**config.mk**
```make
export PLATFORM = sky130hd
export DESIGN_NAME = message_type_acceptance_filter_core_flat
export DESIGN_NICKNAME = d
export VERILOG_FILES = /design/src/rtl/mtaf_pkg.sv /design/src/rtl/mtaf_if.sv /design/src/rtl/message_type_acceptance_filter_core.sv /design/src/rtl/mtaf_table.sv /design/src/flat_wrapper.sv
export SDC_FILE = /design/constraint.sdc
export NUM_CORES = 1
export LEC_CHECK = 0
export BUFFER_PORTS_ARGS = -buffer_cell sky130_fd_sc_hd__buf_4
export CAP_MARGIN = 20
export CORE_UTILIZATION = 35
export CTS_BUF_LIST = sky130_fd_sc_hd__clkbuf_4 sky130_fd_sc_hd__clkbuf_8
export CTS_CLUSTER_DIAMETER = 80
export CTS_CLUSTER_SIZE = 24
export DETAILED_ROUTE_END_ITERATION = 7
export SLEW_MARGIN = 20
export SYNTH_ARGS = -nofsm -noshare
export SYNTH_HDL_FRONTEND = slang
export SYNTH_SLANG_ARGS = --single-unit
```
**constraint.sdc**
```tcl
create_clock -name clock -period 14.35 [get_ports clock]
set_clock_uncertainty 0.1 [all_clocks]
set_input_delay 2.87 -clock clock [delete_from_list [all_inputs] [get_ports clock]]
set_output_delay 2.87 -clock clock [all_outputs]
set_load 0.05 [all_outputs]
```
**src/rtl/mtaf_pkg.sv**
```systemverilog
package mtaf_pkg;

   // Table geometry.
   localparam int TABLE_DEPTH = 16;
   localparam int CNT_W = $clog2(TABLE_DEPTH + 1);
   localparam int IDX_W = (TABLE_DEPTH > 1) ? $clog2(TABLE_DEPTH) : 1;

   // Field widths.
   localparam int TYPE_ID_W = 16;
   localparam int KIND_W = 2;
   localparam int KEY_W = TYPE_ID_W + KIND_W;
   localparam int SIG_W = 64;
   localparam int HANDLER_W = 8;

   // Item modes.
   typedef enum logic [1:0] {
      MODE_INSERT   = 2'd0,
      MODE_ACCEPT   = 2'd1,
      MODE_DISPATCH = 2'd2,
      MODE_NONE     = 2'd3
   } mode_type;

   // Transfer kinds.
   localparam logic [KIND_W-1:0] KIND_RESPONSE  = 2'd0;
   localparam logic [KIND_W-1:0] KIND_REQUEST   = 2'd1;
   localparam logic [KIND_W-1:0] KIND_BROADCAST = 2'd2;

   typedef logic [KEY_W-1:0] key_type;

   // Write request into the handler table.
   typedef struct packed {
      logic                 en;
      logic [IDX_W-1:0]     addr;
      key_type              key;
      logic [SIG_W-1:0]     signature;
      logic [HANDLER_W-1:0] handler;
   } tbl_wr_type;

endpackage

```
**src/rtl/mtaf_if.sv**
```systemverilog
// Request channel: one word per filter operation.
interface mtaf_req_if
   import mtaf_pkg::*;
();
   logic                 valid;
   logic                 ready;
   logic [1:0]           mode;
   logic [TYPE_ID_W-1:0] type_id;
   logic [KIND_W-1:0]    xfer_kind;
   logic [SIG_W-1:0]     entry_signature;
   logic [HANDLER_W-1:0] handler_num;

   modport source (output valid, mode, type_id, xfer_kind, entry_signature, handler_num,
                   input ready);
   modport sink (input valid, mode, type_id, xfer_kind, entry_signature, handler_num,
                 output ready);
endinterface

// Response channel: one word per result.
interface mtaf_rsp_if
   import mtaf_pkg::*;
();
   logic                 valid;
   logic                 ready;
   logic                 matched;
   logic                 table_full;
   logic [SIG_W-1:0]     found_signature;
   logic [HANDLER_W-1:0] found_handler;
   logic                 last;

   modport source (output valid, matched, table_full, found_signature, found_handler, last,
                   input ready);
   modport sink (input valid, matched, table_full, found_signature, found_handler, last,
                 output ready);
endinterface

```
**src/rtl/message_type_acceptance_filter_core.sv**
```systemverilog
// Message type acceptance filter. The block holds a table of up to 16 handler entries,
// each keyed by a 16-bit data type id and a 2-bit transfer kind, with a 64-bit signature
// and an 8-bit handler number. A request word either appends an entry (insert), asks
// whether a key is known and returns the newest signature (accept), or lists matching
// handler numbers newest first (dispatch: every match for a broadcast, only the newest
// for any other transfer kind). Every request yields at least one response word, and
// the last one carries last=1. Accept and dispatch walk the table from the newest entry
// down through one key comparator, one entry per cycle while no match waits for the
// output register. A new request is taken only once the previous one has finished,
// while its final response word may still be waiting in the output register.
module message_type_acceptance_filter_core
   import mtaf_pkg::*;
(
   input  logic        clock,
   input  logic        reset,
   mtaf_req_if.sink    req_ch,
   mtaf_rsp_if.source  rsp_ch
);

   typedef enum logic [1:0] {
      ST_IDLE,
      ST_SCAN,
      ST_FINISH
   } state_type;

   state_type            state_ff, state_in;
   mode_type             mode_ff, mode_in;
   key_type              key_ff, key_in;
   logic                 service_ff, service_in;
   logic                 ins_ok_ff, ins_ok_in;
   logic [CNT_W-1:0]     count_ff, count_in;
   logic [CNT_W-1:0]     idx_ff, idx_in;
   logic                 pend_valid_ff, pend_valid_in;
   logic [HANDLER_W-1:0] pend_handler_ff, pend_handler_in;

   logic                 rsp_valid_ff, rsp_valid_in;
   logic                 rsp_matched_ff, rsp_matched_in;
   logic                 rsp_full_ff, rsp_full_in;
   logic [SIG_W-1:0]     rsp_sig_ff, rsp_sig_in;
   logic [HANDLER_W-1:0] rsp_handler_ff, rsp_handler_in;
   logic                 rsp_last_ff, rsp_last_in;

   tbl_wr_type           tbl_wr;
   logic [CNT_W-1:0]     rd_idx;
   logic                 hit;
   logic [SIG_W-1:0]     rd_signature;
   logic [HANDLER_W-1:0] rd_handler;
   logic                 slot_free;
   logic                 load;
   logic                 req_take;

   // The scan index counts entries still to check; the entry read is one below it.
   assign rd_idx = idx_ff - CNT_W'(1);

   mtaf_table u_table (
      .clock        (clock),
      .wr           (tbl_wr),
      .rd_addr      (rd_idx[IDX_W-1:0]),
      .match_key    (key_ff),
      .hit          (hit),
      .rd_signature (rd_signature),
      .rd_handler   (rd_handler)
   );

   assign req_ch.ready = (state_ff == ST_IDLE);
   assign req_take     = req_ch.valid && req_ch.ready;

   // The output register can take a new word when empty or being drained.
   assign slot_free = !rsp_valid_ff || rsp_ch.ready;

   // Sequencer next-state and output word selection.
   always_comb begin
      state_in        = state_ff;
      mode_in         = mode_ff;
      key_in          = key_ff;
      service_in      = service_ff;
      ins_ok_in       = ins_ok_ff;
      count_in        = count_ff;
      idx_in          = idx_ff;
      pend_valid_in   = pend_valid_ff;
      pend_handler_in = pend_handler_ff;
      load            = 1'b0;
      rsp_matched_in  = 1'b0;
      rsp_full_in     = 1'b0;
      rsp_sig_in      = '0;
      rsp_handler_in  = '0;
      rsp_last_in     = 1'b1;
      tbl_wr.en        = 1'b0;
      tbl_wr.addr      = count_ff[IDX_W-1:0];
      tbl_wr.key       = {req_ch.type_id, req_ch.xfer_kind};
      tbl_wr.signature = req_ch.entry_signature;
      tbl_wr.handler   = req_ch.handler_num;

      case (state_ff)
         ST_IDLE: begin
            if (req_take) begin
               mode_in       = mode_type'(req_ch.mode);
               key_in        = {req_ch.type_id, req_ch.xfer_kind};
               service_in    = (req_ch.xfer_kind != KIND_BROADCAST);
               ins_ok_in     = (count_ff < CNT_W'(TABLE_DEPTH));
               idx_in        = count_ff;
               pend_valid_in = 1'b0;
               if (mode_type'(req_ch.mode) == MODE_INSERT &&
                   count_ff < CNT_W'(TABLE_DEPTH)) begin
                  tbl_wr.en = 1'b1;
                  count_in  = count_ff + CNT_W'(1);
               end
               if (mode_type'(req_ch.mode) == MODE_ACCEPT ||
                   mode_type'(req_ch.mode) == MODE_DISPATCH) begin
                  state_in = ST_SCAN;
               end else begin
                  state_in = ST_FINISH;
               end
            end
         end

         ST_SCAN: begin
            if (idx_ff == '0) begin
               state_in = ST_FINISH;
            end else if (!hit) begin
               idx_in = rd_idx;
            end else if (mode_ff == MODE_ACCEPT) begin
               // Newest match ends an accept at once.
               if (slot_free) begin
                  load           = 1'b1;
                  rsp_matched_in = 1'b1;
                  rsp_sig_in     = rd_signature;
                  state_in       = ST_IDLE;
               end
            end else if (service_ff) begin
               // Service transfers deliver only the newest handler.
               if (slot_free) begin
                  load           = 1'b1;
                  rsp_matched_in = 1'b1;
                  rsp_handler_in = rd_handler;
                  state_in       = ST_IDLE;
               end
            end else if (pend_valid_ff) begin
               // A later match proves the held handler is not the final word.
               if (slot_free) begin
                  load            = 1'b1;
                  rsp_matched_in  = 1'b1;
                  rsp_handler_in  = pend_handler_ff;
                  rsp_last_in     = 1'b0;
                  pend_handler_in = rd_handler;
                  idx_in          = rd_idx;
               end
            end else begin
               pend_valid_in   = 1'b1;
               pend_handler_in = rd_handler;
               idx_in          = rd_idx;
            end
         end

         ST_FINISH: begin
            if (slot_free) begin
               load     = 1'b1;
               state_in = ST_IDLE;
               case (mode_ff)
                  MODE_INSERT: begin
                     rsp_matched_in = ins_ok_ff;
                     rsp_full_in    = !ins_ok_ff;
                  end
                  MODE_DISPATCH: begin
                     rsp_matched_in = pend_valid_ff;
                     rsp_handler_in = pend_valid_ff ? pend_handler_ff : '0;
                  end
                  default: begin
                     rsp_matched_in = 1'b0;
                  end
               endcase
            end
         end

         default: begin
            state_in = ST_IDLE;
         end
      endcase

      if (load) begin
         rsp_valid_in = 1'b1;
      end else if (rsp_ch.ready) begin
         rsp_valid_in = 1'b0;
      end else begin
         rsp_valid_in = rsp_valid_ff;
      end
   end

   // State, scan registers and the output register.
   always_ff @(posedge clock) begin
      if (reset) begin
         state_ff      <= ST_IDLE;
         count_ff      <= '0;
         pend_valid_ff <= 1'b0;
         rsp_valid_ff  <= 1'b0;
      end else begin
         state_ff      <= state_in;
         count_ff      <= count_in;
         pend_valid_ff <= pend_valid_in;
         rsp_valid_ff  <= rsp_valid_in;
      end
      mode_ff         <= mode_in;
      key_ff          <= key_in;
      service_ff      <= service_in;
      ins_ok_ff       <= ins_ok_in;
      idx_ff          <= idx_in;
      pend_handler_ff <= pend_handler_in;
      if (load) begin
         rsp_matched_ff <= rsp_matched_in;
         rsp_full_ff    <= rsp_full_in;
         rsp_sig_ff     <= rsp_sig_in;
         rsp_handler_ff <= rsp_handler_in;
         rsp_last_ff    <= rsp_last_in;
      end
   end

   assign rsp_ch.valid           = rsp_valid_ff;
   assign rsp_ch.matched         = rsp_matched_ff;
   assign rsp_ch.table_full      = rsp_full_ff;
   assign rsp_ch.found_signature = rsp_sig_ff;
   assign rsp_ch.found_handler   = rsp_handler_ff;
   assign rsp_ch.last            = rsp_last_ff;

endmodule

```
**src/rtl/mtaf_table.sv**
```systemverilog
// Handler table with one write port, one read port and the shared key comparator.
module mtaf_table
   import mtaf_pkg::*;
(
   input  logic                 clock,
   input  tbl_wr_type           wr,
   input  logic [IDX_W-1:0]     rd_addr,
   input  key_type              match_key,
   output logic                 hit,
   output logic [SIG_W-1:0]     rd_signature,
   output logic [HANDLER_W-1:0] rd_handler
);

   key_type              key_mem [TABLE_DEPTH];
   logic [SIG_W-1:0]     sig_mem [TABLE_DEPTH];
   logic [HANDLER_W-1:0] hnd_mem [TABLE_DEPTH];

   // Entries are only appended; contents need no reset.
   always_ff @(posedge clock) begin
      if (wr.en) begin
         key_mem[wr.addr] <= wr.key;
         sig_mem[wr.addr] <= wr.signature;
         hnd_mem[wr.addr] <= wr.handler;
      end
   end

   // One entry is examined per cycle by a single comparator.
   assign hit          = (key_mem[rd_addr] == match_key);
   assign rd_signature = sig_mem[rd_addr];
   assign rd_handler   = hnd_mem[rd_addr];

endmodule

```
**src/flat_wrapper.sv**
```systemverilog
// flat-port wrapper written by rule: the top's interface ports become plain ports
module message_type_acceptance_filter_core_flat import mtaf_pkg::*;
  (clock, reset, req_ch_valid, req_ch_mode, req_ch_type_id, req_ch_xfer_kind, req_ch_entry_signature, req_ch_handler_num, req_ch_ready, rsp_ch_valid, rsp_ch_matched, rsp_ch_table_full, rsp_ch_found_signature, rsp_ch_found_handler, rsp_ch_last, rsp_ch_ready);
  mtaf_req_if req_ch_i ();
  mtaf_rsp_if rsp_ch_i ();
  input  logic clock;
  input  logic reset;
  input wire logic [$bits(req_ch_i.valid)-1:0] req_ch_valid;
  input wire logic [$bits(req_ch_i.mode)-1:0] req_ch_mode;
  input wire logic [$bits(req_ch_i.type_id)-1:0] req_ch_type_id;
  input wire logic [$bits(req_ch_i.xfer_kind)-1:0] req_ch_xfer_kind;
  input wire logic [$bits(req_ch_i.entry_signature)-1:0] req_ch_entry_signature;
  input wire logic [$bits(req_ch_i.handler_num)-1:0] req_ch_handler_num;
  output wire logic [$bits(req_ch_i.ready)-1:0] req_ch_ready;
  output wire logic [$bits(rsp_ch_i.valid)-1:0] rsp_ch_valid;
  output wire logic [$bits(rsp_ch_i.matched)-1:0] rsp_ch_matched;
  output wire logic [$bits(rsp_ch_i.table_full)-1:0] rsp_ch_table_full;
  output wire logic [$bits(rsp_ch_i.found_signature)-1:0] rsp_ch_found_signature;
  output wire logic [$bits(rsp_ch_i.found_handler)-1:0] rsp_ch_found_handler;
  output wire logic [$bits(rsp_ch_i.last)-1:0] rsp_ch_last;
  input wire logic [$bits(rsp_ch_i.ready)-1:0] rsp_ch_ready;
  assign req_ch_i.valid = req_ch_valid;
  assign req_ch_i.mode = req_ch_mode;
  assign req_ch_i.type_id = req_ch_type_id;
  assign req_ch_i.xfer_kind = req_ch_xfer_kind;
  assign req_ch_i.entry_signature = req_ch_entry_signature;
  assign req_ch_i.handler_num = req_ch_handler_num;
  assign req_ch_ready = req_ch_i.ready;
  assign rsp_ch_valid = rsp_ch_i.valid;
  assign rsp_ch_matched = rsp_ch_i.matched;
  assign rsp_ch_table_full = rsp_ch_i.table_full;
  assign rsp_ch_found_signature = rsp_ch_i.found_signature;
  assign rsp_ch_found_handler = rsp_ch_i.found_handler;
  assign rsp_ch_last = rsp_ch_i.last;
  assign rsp_ch_i.ready = rsp_ch_ready;
  message_type_acceptance_filter_core u_core (.clock(clock), .reset(reset), .req_ch(req_ch_i), .rsp_ch(rsp_ch_i));
endmodule
```
==> metrics <==
run status=completed; setup repair bufs after CTS=0; residual antenna-violating net count after detailed routing=0; worst-case vdd ir drop=slightly below 200 µV; final total power=10,440 µW; setup repair after global routing missed its margin=no; final max-slew violation count=0; Post-synth EDFFs=1,550; highest fanout seen on the critical path=55; Overflow after GRT=0; routed length per placed instance=27.23 µm; antenna violations before repair=24; biggest area consumer among synthesized cells=sky130_fd_sc_hd__edfxtp_1; CTS tree=yes; CTS clock-pin slew for the worst setup and hold paths=0.15 ns; power density of the placed cells=160.9 nW/µm²; Setup CP Type=flop to flop; nets in the synthesized netlist=2,558; detailed-routing wirelength on met1=56.12 mm; sequential area share after synthesis=78.59%; HPWL Detailed=70.34 mm; metal3 WL=6.063 mm; number of iterations in the first detailed-routing pass=5; path type of the worst min-delay path=flop to flop; Clock Sink Count=roughly 1,600; DRT iter0 DRCs=about 2,400; setup total negative slack=0 ns; Most used DFF post-synth=sky130_fd_sc_hd__edfxtp_1; detailed route wirelength on metal2=67.89 mm; post-placement setup slack=roughly 6.4 ns; Req. time, crit path=14.72 ns; count of H-tree levels built during CTS=3; final setup violation count=0; clock root buffer master=sky130_fd_sc_hd__clkbuf_8; full die area=between 150,000 and 200,000 µm²; Num CTS Buffers=76; kind of start point of the critical path=flop; routed vias=25,673; mean instance size in the synthesized netlist=24.26 µm²; number of distinct standard cells referenced by the synthesized netlist=56; # hold bufs at CTS=0; width of the chip=414.2 µm; residual DRC count=0; wire length of the first global-routing pass=around 190 mm; register bit total from synthesis=1,559; layout cells sized above 1=32.18%; Buf+Inv Stages, Crit Path=4; Total Wirelength=132.7 mm; clock latency on the worst-skew pair=0.83 ns; core area=168,000 µm²; cell repeated most along the worst path=sky130_fd_sc_hd__buf_4; Synth async-reset ratio=0%; largest net degree at the start of global routing=roughly 150; placer's final routability congestion estimate=0.7439; Hold Vio Cnt, Final=0; kind of capture point of the worst setup path=flop; final worst-path setup slack=6.609 ns; global-route total usage across every layer=15.31%; area fraction of the dominant cell type after synthesis=about 80%; area added between synthesis and finish=9.098%; critical path's slowest cell=sky130_fd_sc_hd__buf_4; Initial Utilization=approximately 35%; Worst Path Arrival=between 8 and 9 ns; number of warnings printed during yosys synthesis=0; Post-Synthesis Cells=2,451; biggest cell delay along the critical path=about 0.81 ns; minimum clock period=just under 8 ns; row count=150; Syn Std Cell Area=approximately 59,000 µm²; filler instances=approximately 15,000; relative slew slack=25.00%; maximum achievable frequency=roughly 130 MHz; count of port buffers added during placement=approximately 170; series of cell instances along the critical path=buf_4 -> buf_4 -> or4_4 -> nand2_8 -> buf_4 -> mux4_2 -> xor2_1 -> or3b_1 -> a2111oi_4 -> nand3_2 -> nor3_1 -> o211a_4 -> buf_4; actual transition at the worst max-transition pin=approximately 1.1 ns; clock tree buffer depth=3; register-to-register path setup slack=roughly 6.6 ns; post-cts repair resize count=0; highest metal layer with signal wires=met5; NumNets Final=2,741; number of global-route vias before repair=26,203; final clock period utilization by the worst path=53.95%; IO Count=173; via density per instance=5.269; max-capacitance violation count=0; family with the most delay on the worst path=simple AND/OR/NAND/NOR gates; Pleak=0.01958 µW; height of the die=~410 µm; largest cells by area after synthesis=sky130_fd_sc_hd__edfxtp_1 (78%), sky130_fd_sc_hd__mux4_2 (17%), sky130_fd_sc_hd__nor2b_2 (0.74%), sky130_fd_sc_hd__clkbuf_1 (0.37%), sky130_fd_sc_hd__dfxtp_1 (0.30%)
## layout by cell type, fill, tap and decap left out, drive strengths merged, types with 9 or more instances in the layout
cell and count:
a21oi 11, a32oi 9, and2 12, and3 11, buf 226, clkbuf 94
dfxtp 9, edfxtp 1550, ha 11, inv 18, mux4 436, nand2 41
nand2b 11, nor2 36, nor2b 66, nor3 15, xor2 12
## metal layers
metal / vias to the layer above / track usage (%)
met1: 14200 / 20.68
met3: 141 / 2.086
met4: 20 / 4.133
met5: - / 0
met2: 604 / 26.01
li1: 10708 / -
## flip-flops by register name, summed over array words and instances (netlist names)
| register | flops |
|---|---|
| u_core.u_table.hnd_mem | 128 |
| u_core.rsp_ch.matched | 1 |
| u_core.rsp_ch.table_full | 1 |
| u_core.u_table.sig_mem | 1024 |
| u_core.rsp_ch.found_handler | 8 |
| u_core.rsp_ch.found_signature | 64 |
| u_core.state_ff | 2 |
| u_core.mode_ff | 2 |
| u_core.count_ff | 5 |
| u_core.idx_ff | 5 |
| u_core.rsp_ch.valid | 1 |
| u_core.service_ff | 1 |
| u_core.key_ff | 18 |
| u_core.u_table.key_mem | 288 |
| u_core.pend_handler_ff | 8 |
| u_core.pend_valid_ff | 1 |
| u_core.ins_ok_ff | 1 |
| u_core.rsp_ch.last | 1 |
## power breakdown
group,internal [µW],switching [µW],leakage (µW)
registers,5060,25.5,0.0142
logic,1750,1740,0.00473
clock network,562,1300,0.000678
total,7370,3070,0.0196
## worst paths after layout
path | startpoint | end | cells past startpoint
hold reg to reg | u_core.count_ff[4] | u_core.ins_ok_ff | 1
hold / removal | u_core.count_ff[4] | u_core.ins_ok_ff | 1
setup reg to reg | u_core.idx_ff[0] | u_core.rsp_ch.found_signature[60] | 13
setup / recovery | u_core.idx_ff[0] | u_core.rsp_ch.found_signature[60] | 13
## kinds of logic after synthesis
family,share of synthesized area [%]
buf+inv,1.092
flops,78.59
compound gates,0.8060
simple gates,2.365
fa+ha+maj,0.2315
mux,16.65
xor+xnor,0.2652
## area by class of cell
class	instances	area (µm²)	area share (%)
multi-input combinational	756	12260	18.90
clock buffer	94	1206	1.860
antenna	8	20.02	0.03086
timing repair buffer	226	1745	2.691
inverter	15	56.30	0.08680
tap	2204	2758	4.251
sequential	1559	46720	72.04
clock inverter	10	93.84	0.1447
## cell usage after synthesis, types with 12 or more instances
| cell | number |
|---|---|
| sky130_fd_sc_hd__mux4_2 | 436 |
| sky130_fd_sc_hd__nor2b_2 | 50 |
| sky130_fd_sc_hd__edfxtp_1 | 1550 |
| sky130_fd_sc_hd__buf_2 | 21 |
| sky130_fd_sc_hd__buf_1 | 24 |
| sky130_fd_sc_hd__nand2_1 | 40 |
| sky130_fd_sc_hd__xor2_1 | 12 |
| sky130_fd_sc_hd__inv_1 | 14 |
| sky130_fd_sc_hd__nor3_1 | 15 |
| sky130_fd_sc_hd__and2_1 | 12 |
| sky130_fd_sc_hd__clkbuf_1 | 59 |
| sky130_fd_sc_hd__nor2_1 | 36 |
## per-stage QoR
stage	util (%)	cells	area (µm²)	hold slack (ns)
2_1_floorplan	-	2451	59450	0.3531
3_3_place_gp	37.81	4759	63510	0.3889
3_5_place_dp	37.81	4759	63510	0.3864
4_1_cts	38.58	4863	64810	0.4163
5_1_grt	38.61	4871	64860	0.4342
6_report	38.62	4872	64860	0.4154
Note: power is estimated with default switching activity, not from simulation.
